[src/design/sddl_pkg.sv]
// Shared types and constants for the signed decimal digit layout block.
`timescale 1ns / 1ps
package sddl_pkg;

  localparam int MAX_EMIT       = 16;
  localparam int SLOT_COUNT_DEF = 16;
  localparam int BCD_DIGITS     = 10;
  localparam int BIN_W          = 32;
  localparam int DD_STEPS       = 8;
  localparam int DD_STAGES      = BIN_W / DD_STEPS;

  localparam logic [3:0] GLYPH_MINUS     = 4'd10;
  localparam logic [3:0] GLYPH_PLUS      = 4'd11;
  localparam logic [3:0] GLYPH_ZERO_SIGN = 4'd12;

  typedef enum logic [2:0] {
    CFG_DIGIT_WIDTH  = 3'd0,
    CFG_LEAD_ZEROS   = 3'd1,
    CFG_SHOW_SIGN    = 3'd2,
    CFG_PACK_SIGN    = 3'd3,
    CFG_PATTERN_BASE = 3'd4
  } cfg_idx_t;

  typedef struct packed {
    logic [4:0]  digit_width;
    logic        show_leading_zeros;
    logic        show_sign;
    logic        pack_sign;
    logic [15:0] pattern_base;
  } cfg_t;

  // item inside the binary to BCD conversion
  typedef struct packed {
    logic                        neg;
    logic                        zero;
    logic [BCD_DIGITS-1:0][3:0]  digits;
    logic [BIN_W-1:0]            bin;
  } conv_t;

  // item after placement, ready for slot emission
  typedef struct packed {
    logic [3:0]                  sign_glyph;
    logic                        want_sign;
    logic [4:0]                  fill_n;
    logic [4:0]                  sgn_slot;
    logic [5:0]                  end_pos;
    logic [3:0]                  ndig;
    logic [BCD_DIGITS-1:0][3:0]  digits;
  } lay_t;

endpackage

[src/design/sddl_dabble.sv]
// One pipeline stage of the shift-and-add-3 binary to BCD conversion.
`timescale 1ns / 1ps
module sddl_dabble (
  input  logic           clk,
  input  logic           rst,
  input  logic           in_valid,
  output logic           in_stall,
  input  sddl_pkg::conv_t in_item,
  output logic           out_valid,
  input  logic           out_stall,
  output sddl_pkg::conv_t out_item
);

  logic            valid;
  sddl_pkg::conv_t item;
  sddl_pkg::conv_t item_next;

  assign in_stall  = valid && out_stall;
  assign out_valid = valid;
  assign out_item  = item;

  always_comb begin
    item_next = in_item;
    for (int s = 0; s < sddl_pkg::DD_STEPS; s++) begin
      for (int d = 0; d < sddl_pkg::BCD_DIGITS; d++) begin
        if (item_next.digits[d] >= 4'd5) begin
          item_next.digits[d] = item_next.digits[d] + 4'd3;
        end
      end
      {item_next.digits, item_next.bin} = {item_next.digits, item_next.bin} << 1;
    end
  end

  always_ff @(posedge clk) begin
    if (rst) begin
      valid <= 1'b0;
    end else if (!in_stall) begin
      valid <= in_valid;
    end
  end

  always_ff @(posedge clk) begin
    if (in_valid && !in_stall) begin
      item <= item_next;
    end
  end

endmodule

[src/design/sddl_place.sv]
// Placement stage: digit count, sign position and digit span.
`timescale 1ns / 1ps
module sddl_place (
  input  logic            clk,
  input  logic            rst,
  input  sddl_pkg::cfg_t  cfg,
  input  logic            in_valid,
  output logic            in_stall,
  input  sddl_pkg::conv_t in_item,
  output logic            out_valid,
  input  logic            out_stall,
  output sddl_pkg::lay_t  out_item
);

  logic           valid;
  sddl_pkg::lay_t item;
  sddl_pkg::lay_t item_next;
  logic [3:0]     ndig;
  logic [4:0]     num0;
  logic [4:0]     num_pos;
  logic           packed_sign;
  logic           want;

  assign in_stall  = valid && out_stall;
  assign out_valid = valid;
  assign out_item  = item;

  always_comb begin
    ndig = 4'd1;
    for (int d = 0; d < sddl_pkg::BCD_DIGITS; d++) begin
      if (in_item.digits[d] != 4'd0) begin
        ndig = 4'(d + 1);
      end
    end

    want        = cfg.show_sign || in_item.neg;
    packed_sign = cfg.pack_sign && !cfg.show_leading_zeros;
    num0        = (cfg.digit_width > 5'(ndig)) ? (cfg.digit_width - 5'(ndig)) : 5'd0;
    num_pos     = (want && num0 == 5'd0) ? 5'd1 : num0;

    item_next.want_sign = want;
    item_next.sgn_slot  = (packed_sign && num0 != 5'd0) ? (num0 - 5'd1) : 5'd0;
    item_next.sign_glyph = in_item.neg  ? sddl_pkg::GLYPH_MINUS :
                           in_item.zero ? sddl_pkg::GLYPH_ZERO_SIGN : sddl_pkg::GLYPH_PLUS;
    item_next.fill_n  = cfg.show_leading_zeros ? cfg.digit_width : 5'd0;
    item_next.end_pos = 6'(num_pos) + 6'(ndig) - 6'd1;
    item_next.ndig    = ndig;
    item_next.digits  = in_item.digits;
  end

  always_ff @(posedge clk) begin
    if (rst) begin
      valid <= 1'b0;
    end else if (!in_stall) begin
      valid <= in_valid;
    end
  end

  always_ff @(posedge clk) begin
    if (in_valid && !in_stall) begin
      item <= item_next;
    end
  end

endmodule

[src/design/sddl_emit.sv]
// Slot serializer: one result per slot from a held placed item.
`timescale 1ns / 1ps
module sddl_emit #(
  parameter int SLOT_COUNT = sddl_pkg::SLOT_COUNT_DEF
) (
  input  logic           clk,
  input  logic           rst,
  input  sddl_pkg::cfg_t cfg,
  input  logic           in_valid,
  output logic           in_stall,
  input  sddl_pkg::lay_t in_item,
  output logic           out_valid,
  input  logic           out_stall,
  output logic [3:0]     slot_index,
  output logic           visible,
  output logic [16:0]    pattern,
  output logic           overflow,
  output logic           last
);

  localparam int N_SLOT = (SLOT_COUNT < sddl_pkg::MAX_EMIT) ? SLOT_COUNT : sddl_pkg::MAX_EMIT;
  localparam int SLOT_W = $clog2(N_SLOT);

  logic              valid;
  logic [SLOT_W-1:0] cnt;
  sddl_pkg::lay_t    item;
  logic              take;
  logic              fin;
  logic [5:0]        pos;
  logic [5:0]        from_end;
  logic              is_digit;
  logic              is_sign;
  logic [3:0]        glyph;

  assign take     = valid && !out_stall;
  assign last     = (cnt == SLOT_W'(N_SLOT - 1));
  assign fin      = take && last;
  assign in_stall = valid && !fin;

  assign out_valid  = valid;
  assign slot_index = 4'(cnt);

  always_comb begin
    pos      = 6'(cnt);
    from_end = item.end_pos - pos;
    is_digit = (pos <= item.end_pos) && (from_end < 6'(item.ndig));
    is_sign  = item.want_sign && (5'(cnt) == item.sgn_slot);
    if (is_sign) begin
      glyph = item.sign_glyph;
    end else if (is_digit) begin
      glyph = item.digits[from_end[3:0]];
    end else begin
      glyph = 4'd0;
    end
    visible  = is_sign || is_digit || (5'(cnt) < item.fill_n);
    pattern  = 17'(cfg.pattern_base) + 17'(glyph);
    overflow = (item.end_pos >= 6'(N_SLOT));
  end

  always_ff @(posedge clk) begin
    if (rst) begin
      valid <= 1'b0;
      cnt   <= '0;
    end else if (!in_stall) begin
      valid <= in_valid;
      cnt   <= '0;
    end else if (take) begin
      cnt <= cnt + SLOT_W'(1);
    end
  end

  always_ff @(posedge clk) begin
    if (in_valid && !in_stall) begin
      item <= in_item;
    end
  end

endmodule

[src/design/signed_decimal_digit_layout_top.sv]
// Top level of the signed decimal digit layout block.
`timescale 1ns / 1ps
//
//  channel  | signals                              | moves
//  ---------+--------------------------------------+-------------------------------
//  input    | in_valid, in_stall, value            | one signed value per item
//  output   | out_valid, out_stall, slot_index,    | one item per display slot,
//           | visible, pattern, overflow, last     | slot 0 first, last on final
//  config   | cfg_valid, cfg_ready, cfg_index,     | register writes, always ready
//           | cfg_data                             |
//
//  Each value yields min(SLOT_COUNT, 16) output items, one per cycle unless
//  out_stall holds them; the serializer takes the next value on the last slot.
//  Pipeline: input clamp stage, four BCD conversion stages (8 bits each),
//  placement stage and serializer, each a registered stage, in that order.
//  Synchronous reset clears valids, slot counter and config registers.
//  Stalls ripple back stage by stage; a full stage holds its item.
module signed_decimal_digit_layout_top #(
  parameter int SLOT_COUNT = sddl_pkg::SLOT_COUNT_DEF
) (
  input  logic               clk,
  input  logic               rst,
  input  logic               in_valid,
  output logic               in_stall,
  input  logic signed [31:0] value,
  output logic               out_valid,
  input  logic               out_stall,
  output logic [3:0]         slot_index,
  output logic               visible,
  output logic [16:0]        pattern,
  output logic               overflow,
  output logic               last,
  input  logic               cfg_valid,
  output logic               cfg_ready,
  input  logic [2:0]         cfg_index,
  input  logic [15:0]        cfg_data
);

  sddl_pkg::cfg_t  cfg;

  // input stage: clamp and magnitude
  logic            s0_valid;
  logic            s0_stall;
  sddl_pkg::conv_t s0_item;
  sddl_pkg::conv_t s0_next;
  logic [31:0]     raw;

  // conversion chain
  logic            dv [sddl_pkg::DD_STAGES+1];
  logic            ds [sddl_pkg::DD_STAGES+1];
  sddl_pkg::conv_t di [sddl_pkg::DD_STAGES+1];

  logic            pl_valid;
  logic            pl_stall;
  sddl_pkg::lay_t  pl_item;

  assign cfg_ready = 1'b1;

  always_ff @(posedge clk) begin
    if (rst) begin
      cfg <= '0;
    end else if (cfg_valid && cfg_ready) begin
      case (sddl_pkg::cfg_idx_t'(cfg_index))
        sddl_pkg::CFG_DIGIT_WIDTH:  cfg.digit_width        <= cfg_data[4:0];
        sddl_pkg::CFG_LEAD_ZEROS:   cfg.show_leading_zeros <= cfg_data[0];
        sddl_pkg::CFG_SHOW_SIGN:    cfg.show_sign          <= cfg_data[0];
        sddl_pkg::CFG_PACK_SIGN:    cfg.pack_sign          <= cfg_data[0];
        sddl_pkg::CFG_PATTERN_BASE: cfg.pattern_base       <= cfg_data;
        default: ;
      endcase
    end
  end

  // most negative value shows as -2147483647
  always_comb begin
    raw = (value == 32'sh8000_0000) ? 32'h8000_0001 : 32'(value);
    s0_next.neg    = raw[31];
    s0_next.bin    = raw[31] ? (32'd0 - raw) : raw;
    s0_next.zero   = (raw == 32'd0);
    s0_next.digits = '0;
  end

  assign in_stall = s0_valid && s0_stall;

  always_ff @(posedge clk) begin
    if (rst) begin
      s0_valid <= 1'b0;
    end else if (!in_stall) begin
      s0_valid <= in_valid;
    end
  end

  always_ff @(posedge clk) begin
    if (in_valid && !in_stall) begin
      s0_item <= s0_next;
    end
  end

  assign dv[0]    = s0_valid;
  assign di[0]    = s0_item;
  assign s0_stall = ds[0];

  for (genvar g = 0; g < sddl_pkg::DD_STAGES; g++) begin : g_dd
    sddl_dabble u_dabble (
      .clk      (clk),
      .rst      (rst),
      .in_valid (dv[g]),
      .in_stall (ds[g]),
      .in_item  (di[g]),
      .out_valid(dv[g+1]),
      .out_stall(ds[g+1]),
      .out_item (di[g+1])
    );
  end

  sddl_place u_place (
    .clk      (clk),
    .rst      (rst),
    .cfg      (cfg),
    .in_valid (dv[sddl_pkg::DD_STAGES]),
    .in_stall (ds[sddl_pkg::DD_STAGES]),
    .in_item  (di[sddl_pkg::DD_STAGES]),
    .out_valid(pl_valid),
    .out_stall(pl_stall),
    .out_item (pl_item)
  );

  sddl_emit #(
    .SLOT_COUNT(SLOT_COUNT)
  ) u_emit (
    .clk       (clk),
    .rst       (rst),
    .cfg       (cfg),
    .in_valid  (pl_valid),
    .in_stall  (pl_stall),
    .in_item   (pl_item),
    .out_valid (out_valid),
    .out_stall (out_stall),
    .slot_index(slot_index),
    .visible   (visible),
    .pattern   (pattern),
    .overflow  (overflow),
    .last      (last)
  );

endmodule

[config.mk]
export PLATFORM = sky130hd
export DESIGN_NAME = signed_decimal_digit_layout_top
export DESIGN_NICKNAME = d
export VERILOG_FILES = /design/src/design/sddl_pkg.sv /design/src/design/sddl_dabble.sv /design/src/design/sddl_place.sv /design/src/design/sddl_emit.sv /design/src/design/signed_decimal_digit_layout_top.sv
export SDC_FILE = /design/constraint.sdc
export NUM_CORES = 1
export LEC_CHECK = 0
export BUFFER_PORTS_ARGS = -buffer_cell sky130_fd_sc_hd__buf_2
export CAP_MARGIN = 20
export CORE_AREA = 2 2 247 249
export CTS_BUF_LIST = sky130_fd_sc_hd__clkbuf_16
export CTS_CLUSTER_DIAMETER = 80
export DETAILED_ROUTE_END_ITERATION = 7
export DIE_AREA = 0 0 249 251
export GPL_TIMING_DRIVEN = 0
export HOLD_SLACK_MARGIN = 0.05
export PLACE_DENSITY_LB_ADDON = 0.12
export SYNTH_ARGS = -nofsm -noshare
export SYNTH_HDL_FRONTEND = slang
export SYNTH_SLANG_ARGS = --single-unit
[constraint.sdc]
create_clock -name clk -period 7 [get_ports clk]
set_input_delay 1.4 -clock clk [delete_from_list [all_inputs] [get_ports clk]]
set_output_delay 1.4 -clock clk [all_outputs]
set_load 0.005 [all_outputs]
==> results.sh, run 1 <==
export IMPL_status="finished, final reports clean"
export IMPL_clock_path_buffers=3
export IMPL_required_ns=7.42
export IMPL_slew_viol_final=0
export IMPL_hold_buffers=0
export IMPL_fin_ws_ns=0.185
export IMPL_cp_max_fo=8
export IMPL_wl_met3_mm=2.08
export IMPL_skew_ns=0.0574
export IMPL_worstMarginPinSlew_ns=1.19
export IMPL_muxShareOfSynthArea_pct=6.63
export IMPL_cp_start_kind="register"
export IMPL_ys_warn_count=0
export IMPL_detailed_place_hpwl_mm=48.6
export IMPL_num_vias=27200
export IMPL_cts_tree="yes"
export IMPL_antenna_found_initial=0
export IMPL_drive_gt1_share_pct=19.3
export IMPL_synth_ff_type="edfxtp_1"
export IMPL_nFillCells=5104
export IMPL_track_usage_pct=20.3
export IMPL_hold_viol_final=0
export IMPL_fmax_mhz=147
export IMPL_crit_type="reg2reg"
export IMPL_syn_inst=3656
export IMPL_dieHeight_um=251
export IMPL_min_period_ns=6.82
export IMPL_cp_buffers_inverters=7
export IMPL_grt_max_degree=65
export IMPL_numCtsBuffers=41
export IMPL_drt_iter0_drc=1546
export IMPL_gr_total_overflow=0
export IMPL_postSynth_asyncResetShare_pct=0
export IMPL_setup_worst_path_end_class="register"
export IMPL_diodes=0
export IMPL_crit_start="g_dd[0].u_dabble.out_item[32]"
export IMPL_yosysMostFrequentCell="edfxtp_1"
export IMPL_die_w_um=249
export IMPL_synthAdderAreaFrac_pct=7.12
export IMPL_slew_headroom_pct=20.4
export IMPL_slowest_stage="edfxtp_1"
export IMPL_synthXorXnorAreaFrac_pct=4.94
export IMPL_seq_area_um2=10300
export IMPL_grt_pass1_vias=24600
export IMPL_preCtsSetupSlack_ns=-0.691
export IMPL_clock_sinks=355
export IMPL_hold_path_class="reg2reg"
export IMPL_synth_cell_types=154
export IMPL_clk_pin_slew_worst_paths_ns=0.06
export IMPL_yosysTopAreaCell="edfxtp_1"
export IMPL_synth_top_area_share_pct=29.4
export IMPL_min_delay_start="u_place.out_item[20]"
export IMPL_cts_root_buffer="clkbuf_16"
export IMPL_highest_layer="met4"
export IMPL_maxCapViolCount=0
export IMPL_r2r_start="g_dd[0].u_dabble.out_item[32]"
export IMPL_portBuffers=80
export IMPL_gp_congestion=0.864
export IMPL_synth_area_um2=32700
export IMPL_ant_nets=0
export IMPL_die_area_um2=62500
export IMPL_path_delay_family="compound AO/OA/AOI/OAI gates"
export IMPL_synthSimpleGateAreaFrac_pct=18.7
export IMPL_route_met2_wl_mm=31.2
export IMPL_finalCritPeriodShare_pct=97.4
export IMPL_multi_input_area_um2=22000
export IMPL_drt_pass1_iter_count=8
export IMPL_syn_nets=3889
export IMPL_clk_latency_ns=0.60
export IMPL_via_per_inst=5.81
export IMPL_final_net_count=4108
export IMPL_synth_top_family_by_area="compound AO/OA/AOI/OAI gates"
export IMPL_syn2layout_area_growth_pct=13.9
export IMPL_initial_core_util_pct=54.6
export IMPL_grt_first_pass_wirelength_mm=111
export IMPL_routed_wl_mm=66.2
export IMPL_core_um2=59800
export IMPL_setup_viol=0
export IMPL_cp_arrival_ns=7.23
export IMPL_synth_edf_count=320
export IMPL_row_count=90
export IMPL_drc=0
export IMPL_synthTopCellsByCount="edfxtp_1 (320), nand2_1 (314), nor2_1 (303)"
export IMPL_pin_count=83
export IMPL_synth_compound_area_share_pct=26.7
export IMPL_htree_levels=2
export IMPL_ys_top_cells_by_area="edfxtp_1 (29%), ha_1 (6.6%), a21oi_1 (3.7%)"
export IMPL_timing_hold_ws_ns=0.383
export IMPL_synth_seq_cells=355
export IMPL_syn_avg_cell_area_um2=8.94
export IMPL_routedWlPerCell_um=14.1
export IMPL_drt_met1_wl_mm=32.0
export IMPL_cpPeakStageDelay_ns=0.43
export IMPL_ys_seq_area_share_pct=31.6
-- layout by cell type, fill, tap and decap left out, drive strengths merged, types with 38 or more instances in the layout --
cell type and count:
clkbuf 106, nor2b 55, nand3 67, or3 46
nand2b 71, xor2 46, o21a 51, a21o 43
or2 56, a21oi 257, and3 38, nor3 84
o211ai 54, inv 264, xnor2 112, and2 54
edfxtp 320, nor2 309, o22ai 47, a211oi 57
ha 173, mux2 57, mux2i 118, nand2 317
o21ai 282, buf 210
-- timing repair --
| action | 4_1_cts | 5_1_grt |
|---|---|---|
| setup endpoints to repair | 24 | 73 |
| resized for setup | 48 | 182 |
| buffers inserted | 16 | 77 |
| pin swaps | 9 | 65 |
-- final timing paths --
check	endpoint	slack, ns	cells past startpoint
hold / removal	u_emit.item[20]	0.38	0
setup reg to reg	g_dd[1].u_dabble.out_item[39]	0.18	32
setup / recovery	g_dd[1].u_dabble.out_item[39]	0.18	32
hold reg to reg	u_emit.item[20]	0.38	0
-- worst reg2reg max path: cells and delay by family, from the launching register on --
kind / cells / cell delay (ns)
compound gates: 11 / 2.08
buf+inv: 7 / 0.73
fa+ha+maj: 6 / 1.34
mux: 1 / 0.23
simple gates: 7 / 1.88
flops: 1 / 0.43
-- layout make-up --
class,instances,area share (%)
multi-input combinational,2942,59.0
timing repair buffer,180,3.31
sequential,355,27.7
buffer,95,1.21
inverter,260,2.62
clock inverter,34,0.716
tap,782,2.63
clock buffer,41,2.76
-- sequential cells by signal, summed over array words and instances (netlist names), 4 cells and up --
name and count:
cfg 24, di 34, g_dd.u_dabble.out_item 158, g_dd.u_dabble.out_valid 4
u_emit.item 64, u_emit.slot_index 4, u_place.out_item 64
-- routing by layer --
layer | vias up | global-route usage (%)
li1 | 14200 | -
met1 | 12600 | 27.7
met2 | 373 | 35.0
met3 | 58 | 2.10
met4 | 0 | 4.57
met5 | - | 0
-- through the flow --
stage               TNS (ns)  util [%]  cells  area (um2)
CTS                        0      60.0   4614       35900
floorplan                  0         -   3656       32700
detailed placement     -6.18      57.2   4524       34200
global placement      -22.39      56.9   4518       34100
finish                     0      62.2   4689       37200
global route          -0.720      62.2   4689       37200
-- cells by family (layout without fill, tap and decap cells) --
| family | Yosys count | after routing |
|---|---|---|
| buffers and inverters | 359 | 610 |
| and+or+nand+nor | 1206 | 1206 |
| other | 2 | 2 |
| adders and majority gates | 185 | 185 |
| xor gates and xnor gates | 162 | 162 |
| muxes | 184 | 184 |
| DFF | 355 | 355 |
| AOI/OAI and AO/OA | 1203 | 1203 |
Power of run 1 is left out: the tool's default activity adds up to more than one toggle a clock period on the data nets, which glitch-free logic cannot reach.
==> run 2, diff against run 1 <==
--- a/config.mk
+++ b/config.mk
@@ -7,11 +7,11 @@
 export LEC_CHECK = 0
 export BUFFER_PORTS_ARGS = -buffer_cell sky130_fd_sc_hd__buf_2
 export CAP_MARGIN = 20
-export CORE_AREA = 2 2 247 249
+export CORE_AREA = 2 2 259 261
 export CTS_BUF_LIST = sky130_fd_sc_hd__clkbuf_16
 export CTS_CLUSTER_DIAMETER = 80
 export DETAILED_ROUTE_END_ITERATION = 7
-export DIE_AREA = 0 0 249 251
+export DIE_AREA = 0 0 261 263
 export GPL_TIMING_DRIVEN = 0
 export HOLD_SLACK_MARGIN = 0.05
 export PLACE_DENSITY_LB_ADDON = 0.12
==> results.sh, run 2 (synthesized netlist as in run 1, its figures left out) <==
export IMPL_status="finished, final reports clean"
export IMPL_htree_levels=2
export IMPL_finalCritPeriodShare_pct=95.6
export IMPL_setup_viol=0
export IMPL_cts_root_buffer="clkbuf_16"
export IMPL_drt_pass1_iter_count=5
export IMPL_r2r_slack_ns=0.31
export IMPL_numCtsBuffers=44
export IMPL_hold_path_class="reg2reg"
export IMPL_cpPeakStageDelay_ns=0.44
export IMPL_timing_hold_ws_ns=0.403
export IMPL_clock_sinks=355
export IMPL_row_count=94
export IMPL_cp_arrival_ns=7.14
export IMPL_grt_first_pass_wirelength_mm=111
export IMPL_hold_depth=0
export IMPL_r2r_start="g_dd[0].u_dabble.out_item[32]"
export IMPL_via_per_inst=5.73
export IMPL_fmax_mhz=149
export IMPL_worstSetupEndpoint="g_dd[1].u_dabble.out_item[39]"
export IMPL_routed_wl_mm=66.7
export IMPL_die_w_um=261
export IMPL_routedWlPerCell_um=14.0
export IMPL_drc=0
export IMPL_setup_worst_path_end_class="register"
export IMPL_r2r_cells=32
export IMPL_syn2layout_area_growth_pct=15.1
export IMPL_slowest_stage="edfxtp_1"
export IMPL_gp_congestion=0.856
export IMPL_clk_pin_slew_worst_paths_ns=0.06
export IMPL_portBuffers=80
export IMPL_min_period_ns=6.69
export IMPL_fin_area_um2=37600
export IMPL_slew_headroom_pct=21.9
export IMPL_die_area_um2=68600
export IMPL_final_net_count=4112
export IMPL_worstMarginPinSlew_ns=1.17
export IMPL_antenna_found_initial=0
export IMPL_nFillCells=5837
export IMPL_grt_pass1_vias=24400
export IMPL_clock_path_buffers=3
export IMPL_drt_iter0_drc=1474
export IMPL_cp_common_cell="inv_1"
export IMPL_initial_core_util_pct=49.8
export IMPL_placed_cell_area_um2=34300
export IMPL_grt_max_degree=65
export IMPL_gr_total_overflow=0
export IMPL_diodes=0
export IMPL_skew_ns=0.0271
export IMPL_num_vias=27400
export IMPL_crit_type="reg2reg"
export IMPL_detailed_place_hpwl_mm=49.1
export IMPL_cp_max_fo=8
export IMPL_dieHeight_um=263
export IMPL_cts_tree="yes"
export IMPL_ant_nets=0
export IMPL_crit_start="g_dd[0].u_dabble.out_item[32]"
export IMPL_multi_input_area_um2=22000
export IMPL_cp_start_kind="register"
export IMPL_track_usage_pct=18.6
export IMPL_maxCapViolCount=0
export IMPL_required_ns=7.45
export IMPL_core_um2=65600
export IMPL_pin_count=83
export IMPL_largest_reg_flops=158
export IMPL_drive_gt1_share_pct=19.6
export IMPL_mostFrequentLayoutCells="edfxtp_1 (320), nand2_1 (312), nor2_1 (285), inv_1 (241), a21oi_1 (218)"
export IMPL_r2r_end="g_dd[1].u_dabble.out_item[39]"
export IMPL_seq_area_um2=10300
export IMPL_clk_latency_ns=0.59
export IMPL_layout_commonest_cell="edfxtp_1"
export IMPL_slew_viol_final=0
export IMPL_hold_viol_final=0
run 2: cell types whose count changed in the layout (fill, tap and decap cells not counted), sizes merged:
| cell | previous run | this run |
|---|---|---|
| clkbuf | 106 | 109 |
| bufinv | 1 | 7 |
| buf | 210 | 211 |
| clkinv | 23 | 16 |
| clkinvlp | 6 | 4 |
| inv | 264 | 270 |
run 2: cell type report:
cell class,instances,share of cell area [%]
buffer,97,1.23
clock buffer,44,2.93
clock inverter,37,1.24
inverter,260,2.59
multi-input combinational,2942,58.5
sequential,355,27.4
tap,864,2.87
timing repair buffer,179,3.17
run 2: repair_timing:
item / 4_1_cts / 5_1_grt
buffers inserted: 20 / 73
hold buffers: 0 / 0
endpoints found under the setup margin: 27 / 76
pin swaps: 10 / 56
gates resized for setup: 47 / 184
run 2: through the flow:
| stage | utilization [%] | std cells | setup TNS [ns] | setup WS, ns |
|---|---|---|---|---|
| 4_1_cts | 55.2 | 4705 | 0 | 0.00687 |
| 6_report | 57.3 | 4778 | 0 | 0.309 |
| 3_5_place_dp | 52.2 | 4605 | -7.03 | -0.685 |
| 5_1_grt | 57.3 | 4778 | -0.555 | -0.0735 |
| 3_3_place_gp | 52.0 | 4600 | -24.46 | -0.649 |
| 2_1_floorplan | - | 3656 | 0 | 0.158 |
run 2: metal layers:
metal	GRT usage, %	share of wire (%)
met5	0	0
met3	1.99	3.0
met4	3.78	1.5
met2	31.4	47
met1	25.7	49
run 2: worst min path at each step:
stage                                        from                       endpoint  slack (ns)
finish              g_dd[0].u_dabble.out_item[23]  g_dd[1].u_dabble.out_item[31]        0.40
global route        g_dd[0].u_dabble.out_item[23]  g_dd[1].u_dabble.out_item[31]        0.42
CTS                 g_dd[0].u_dabble.out_item[24]  g_dd[1].u_dabble.out_item[32]        0.40
detailed placement  g_dd[0].u_dabble.out_item[10]  g_dd[1].u_dabble.out_item[18]        0.40
global placement             u_place.out_item[47]                u_emit.item[47]        0.40
floorplan                                 di[298]  g_dd[0].u_dabble.out_item[10]        0.40
run 2: critical path, delay by kind of cell, from the launching register on:
kind / cells / cell delay, ns
flip-flops: 1 / 0.44
AO/OA/AOI/OAI: 11 / 2.15
multiplexers: 1 / 0.24
buffers and inverters: 7 / 0.77
AND/OR/NAND/NOR: 7 / 1.74
adder cells (fa/ha/maj): 6 / 1.21
Power of run 2 is left out for the same reason.
==> run 3, diff against run 2 <==
--- a/config.mk
+++ b/config.mk
@@ -7,14 +7,15 @@
 export LEC_CHECK = 0
 export BUFFER_PORTS_ARGS = -buffer_cell sky130_fd_sc_hd__buf_2
 export CAP_MARGIN = 20
-export CORE_AREA = 2 2 259 261
+export CORE_AREA = 2 2 352 354
 export CTS_BUF_LIST = sky130_fd_sc_hd__clkbuf_16
 export CTS_CLUSTER_DIAMETER = 80
 export DETAILED_ROUTE_END_ITERATION = 7
-export DIE_AREA = 0 0 261 263
+export DIE_AREA = 0 0 354 356
 export GPL_TIMING_DRIVEN = 0
 export HOLD_SLACK_MARGIN = 0.05
 export PLACE_DENSITY_LB_ADDON = 0.12
 export SYNTH_ARGS = -nofsm -noshare
 export SYNTH_HDL_FRONTEND = slang
+export SYNTH_HIERARCHICAL = 1
 export SYNTH_SLANG_ARGS = --single-unit
==> results.sh, run 3 <==
export IMPL_htree_levels=2
export IMPL_row_count=129
export IMPL_worstMarginPinSlew_ns=1.13
export IMPL_core_um2=123000
export IMPL_setup_viol=0
export IMPL_fin_area_um2=68700
export IMPL_mostFrequentLayoutCells="nand2_1 (707), nor2_1 (520), a21oi_1 (477), edfxtp_1 (379), o21ai_0 (376)"
export IMPL_grt_max_degree=36
export IMPL_detailed_place_hpwl_mm=115
export IMPL_diodes=0
export IMPL_drive_gt1_share_pct=19.1
export IMPL_cp_start_kind="register"
export IMPL_ys_warn_count=6
export IMPL_clock_path_buffers=3
export IMPL_status="finished, final reports clean"
export IMPL_syn_avg_cell_area_um2=7.91
export IMPL_syn_inst=7458
export IMPL_cp_max_fo=10
export IMPL_die_area_um2=126000
export IMPL_r2r_start="g_dd[2].u_dabble/out_item[40]"
export IMPL_min_period_ns=6.78
export IMPL_r2r_cells=32
export IMPL_syn2layout_area_growth_pct=16.4
export IMPL_grt_pass1_vias=52700
export IMPL_slew_viol_final=0
export IMPL_slew_headroom_pct=23.9
export IMPL_fmax_mhz=148
export IMPL_cp_arrival_ns=7.11
export IMPL_maxCapViolCount=0
export IMPL_layout_commonest_cell="nand2_1"
export IMPL_pin_count=83
export IMPL_dieHeight_um=356
export IMPL_required_ns=7.33
export IMPL_antenna_found_initial=0
export IMPL_slowest_stage="edfxtp_1"
export IMPL_placed_cell_area_um2=62300
export IMPL_setup_worst_path_end_class="register"
export IMPL_ant_nets=0
export IMPL_nFillCells=11400
export IMPL_worstSetupEndpoint="g_dd[3].u_dabble/out_item[47]"
export IMPL_cts_tree="yes"
export IMPL_hold_viol_final=0
export IMPL_cts_root_buffer="clkbuf_16"
export IMPL_portBuffers=80
export IMPL_clk_latency_ns=0.63
export IMPL_fin_ws_ns=0.223
export IMPL_drt_pass1_iter_count=6
export IMPL_skew_ns=0.0348
export IMPL_routed_wl_mm=153
export IMPL_via_per_inst=6.04
export IMPL_final_net_count=8340
export IMPL_preCtsSetupSlack_ns=-0.896
export IMPL_synth_area_um2=59000
export IMPL_crit_type="reg2reg"
export IMPL_r2r_slack_ns=0.22
export IMPL_numCtsBuffers=49
export IMPL_num_vias=58500
export IMPL_cp_common_cell="ha_1"
export IMPL_clock_sinks=414
export IMPL_fin_tns_setup_ns=0
export IMPL_finalCritPeriodShare_pct=96.8
export IMPL_initial_core_util_pct=48.1
export IMPL_clk_pin_slew_worst_paths_ns=0.06
export IMPL_largest_reg_flops=216
export IMPL_gr_total_overflow=0
export IMPL_routedWlPerCell_um=15.8
export IMPL_track_usage_pct=22.5
export IMPL_grt_first_pass_wirelength_mm=250
export IMPL_hold_path_class="reg2reg"
export IMPL_cpPeakStageDelay_ns=0.50
export IMPL_crit_start="g_dd[2].u_dabble/out_item[40]"
export IMPL_drt_iter0_drc=3565
export IMPL_drc=0
export IMPL_r2r_end="g_dd[3].u_dabble/out_item[47]"
export IMPL_timing_hold_ws_ns=0.411
export IMPL_gp_congestion=0.887
export IMPL_die_w_um=354
## run 3: critical path, delay by kind of cell, from the launching register on
family	cells	cell delay, ns
muxes	3	0.77
xor gates and xnor gates	1	0.24
adders and majority gates	6	1.42
DFF	1	0.50
AOI/OAI and AO/OA	10	2.01
and+or+nand+nor	8	1.11
buffers and inverters	4	0.46
## run 3: cell type report
class / count / area, um2 / share of cell area, %
clock buffers: 49 / 1230 / 1.79
well taps: 1637 / 2050 / 2.98
clock inverters: 40 / 510 / 0.743
plain buffers: 259 / 1370 / 1.99
inverters: 401 / 1520 / 2.21
multi-input cells: 6543 / 47400 / 69.1
flip-flops and latches: 414 / 12100 / 17.6
repair buffers: 341 / 2490 / 3.63
## run 3: routing by layer
layer / vias up / wire, um / GRT usage, %
met5: - / 0 / 0
met2: 1159 / 78500 / 42.1
met4: 0 / 3840 / 6.14
met3: 189 / 4130 / 1.40
li1: 29800 / - / -
met1: 27400 / 67000 / 27.8
## run 3: metrics by stage
step                      cells  util [%]
after floorplan            7627         -
final                      9684      56.0
after detailed placement   9353      50.8
after CTS                  9501      53.3
after global placement     9344      50.6
after global routing       9684      56.0
## run 3: worst min-delay path by stage
| stage | from | to | slack (ns) | depth (start not counted) |
|---|---|---|---|---|
| global placement | u_place/out_item[46] | u_emit/item[46] | 0.40 | 0 |
| floorplan | di[298] | g_dd[0].u_dabble/out_item[10] | 0.40 | 0 |
| finish | di[300] | g_dd[0].u_dabble/out_item[12] | 0.41 | 0 |
| global route | g_dd[0].u_dabble/out_item[13] | g_dd[1].u_dabble/out_item[21] | 0.42 | 0 |
| detailed placement | g_dd[0].u_dabble/out_item[13] | g_dd[1].u_dabble/out_item[21] | 0.40 | 0 |
| CTS | di[369] | g_dd[0].u_dabble/out_item[73] | 0.42 | 0 |
## run 3: what timing repair did
action	in CTS	in global routing
buffers inserted	63	188
resized for setup	188	450
setup endpoints to repair	100	111
pin swaps	37	119
hold buffers	0	0
cloned	0	0
Power of run 3 is left out for the same reason.
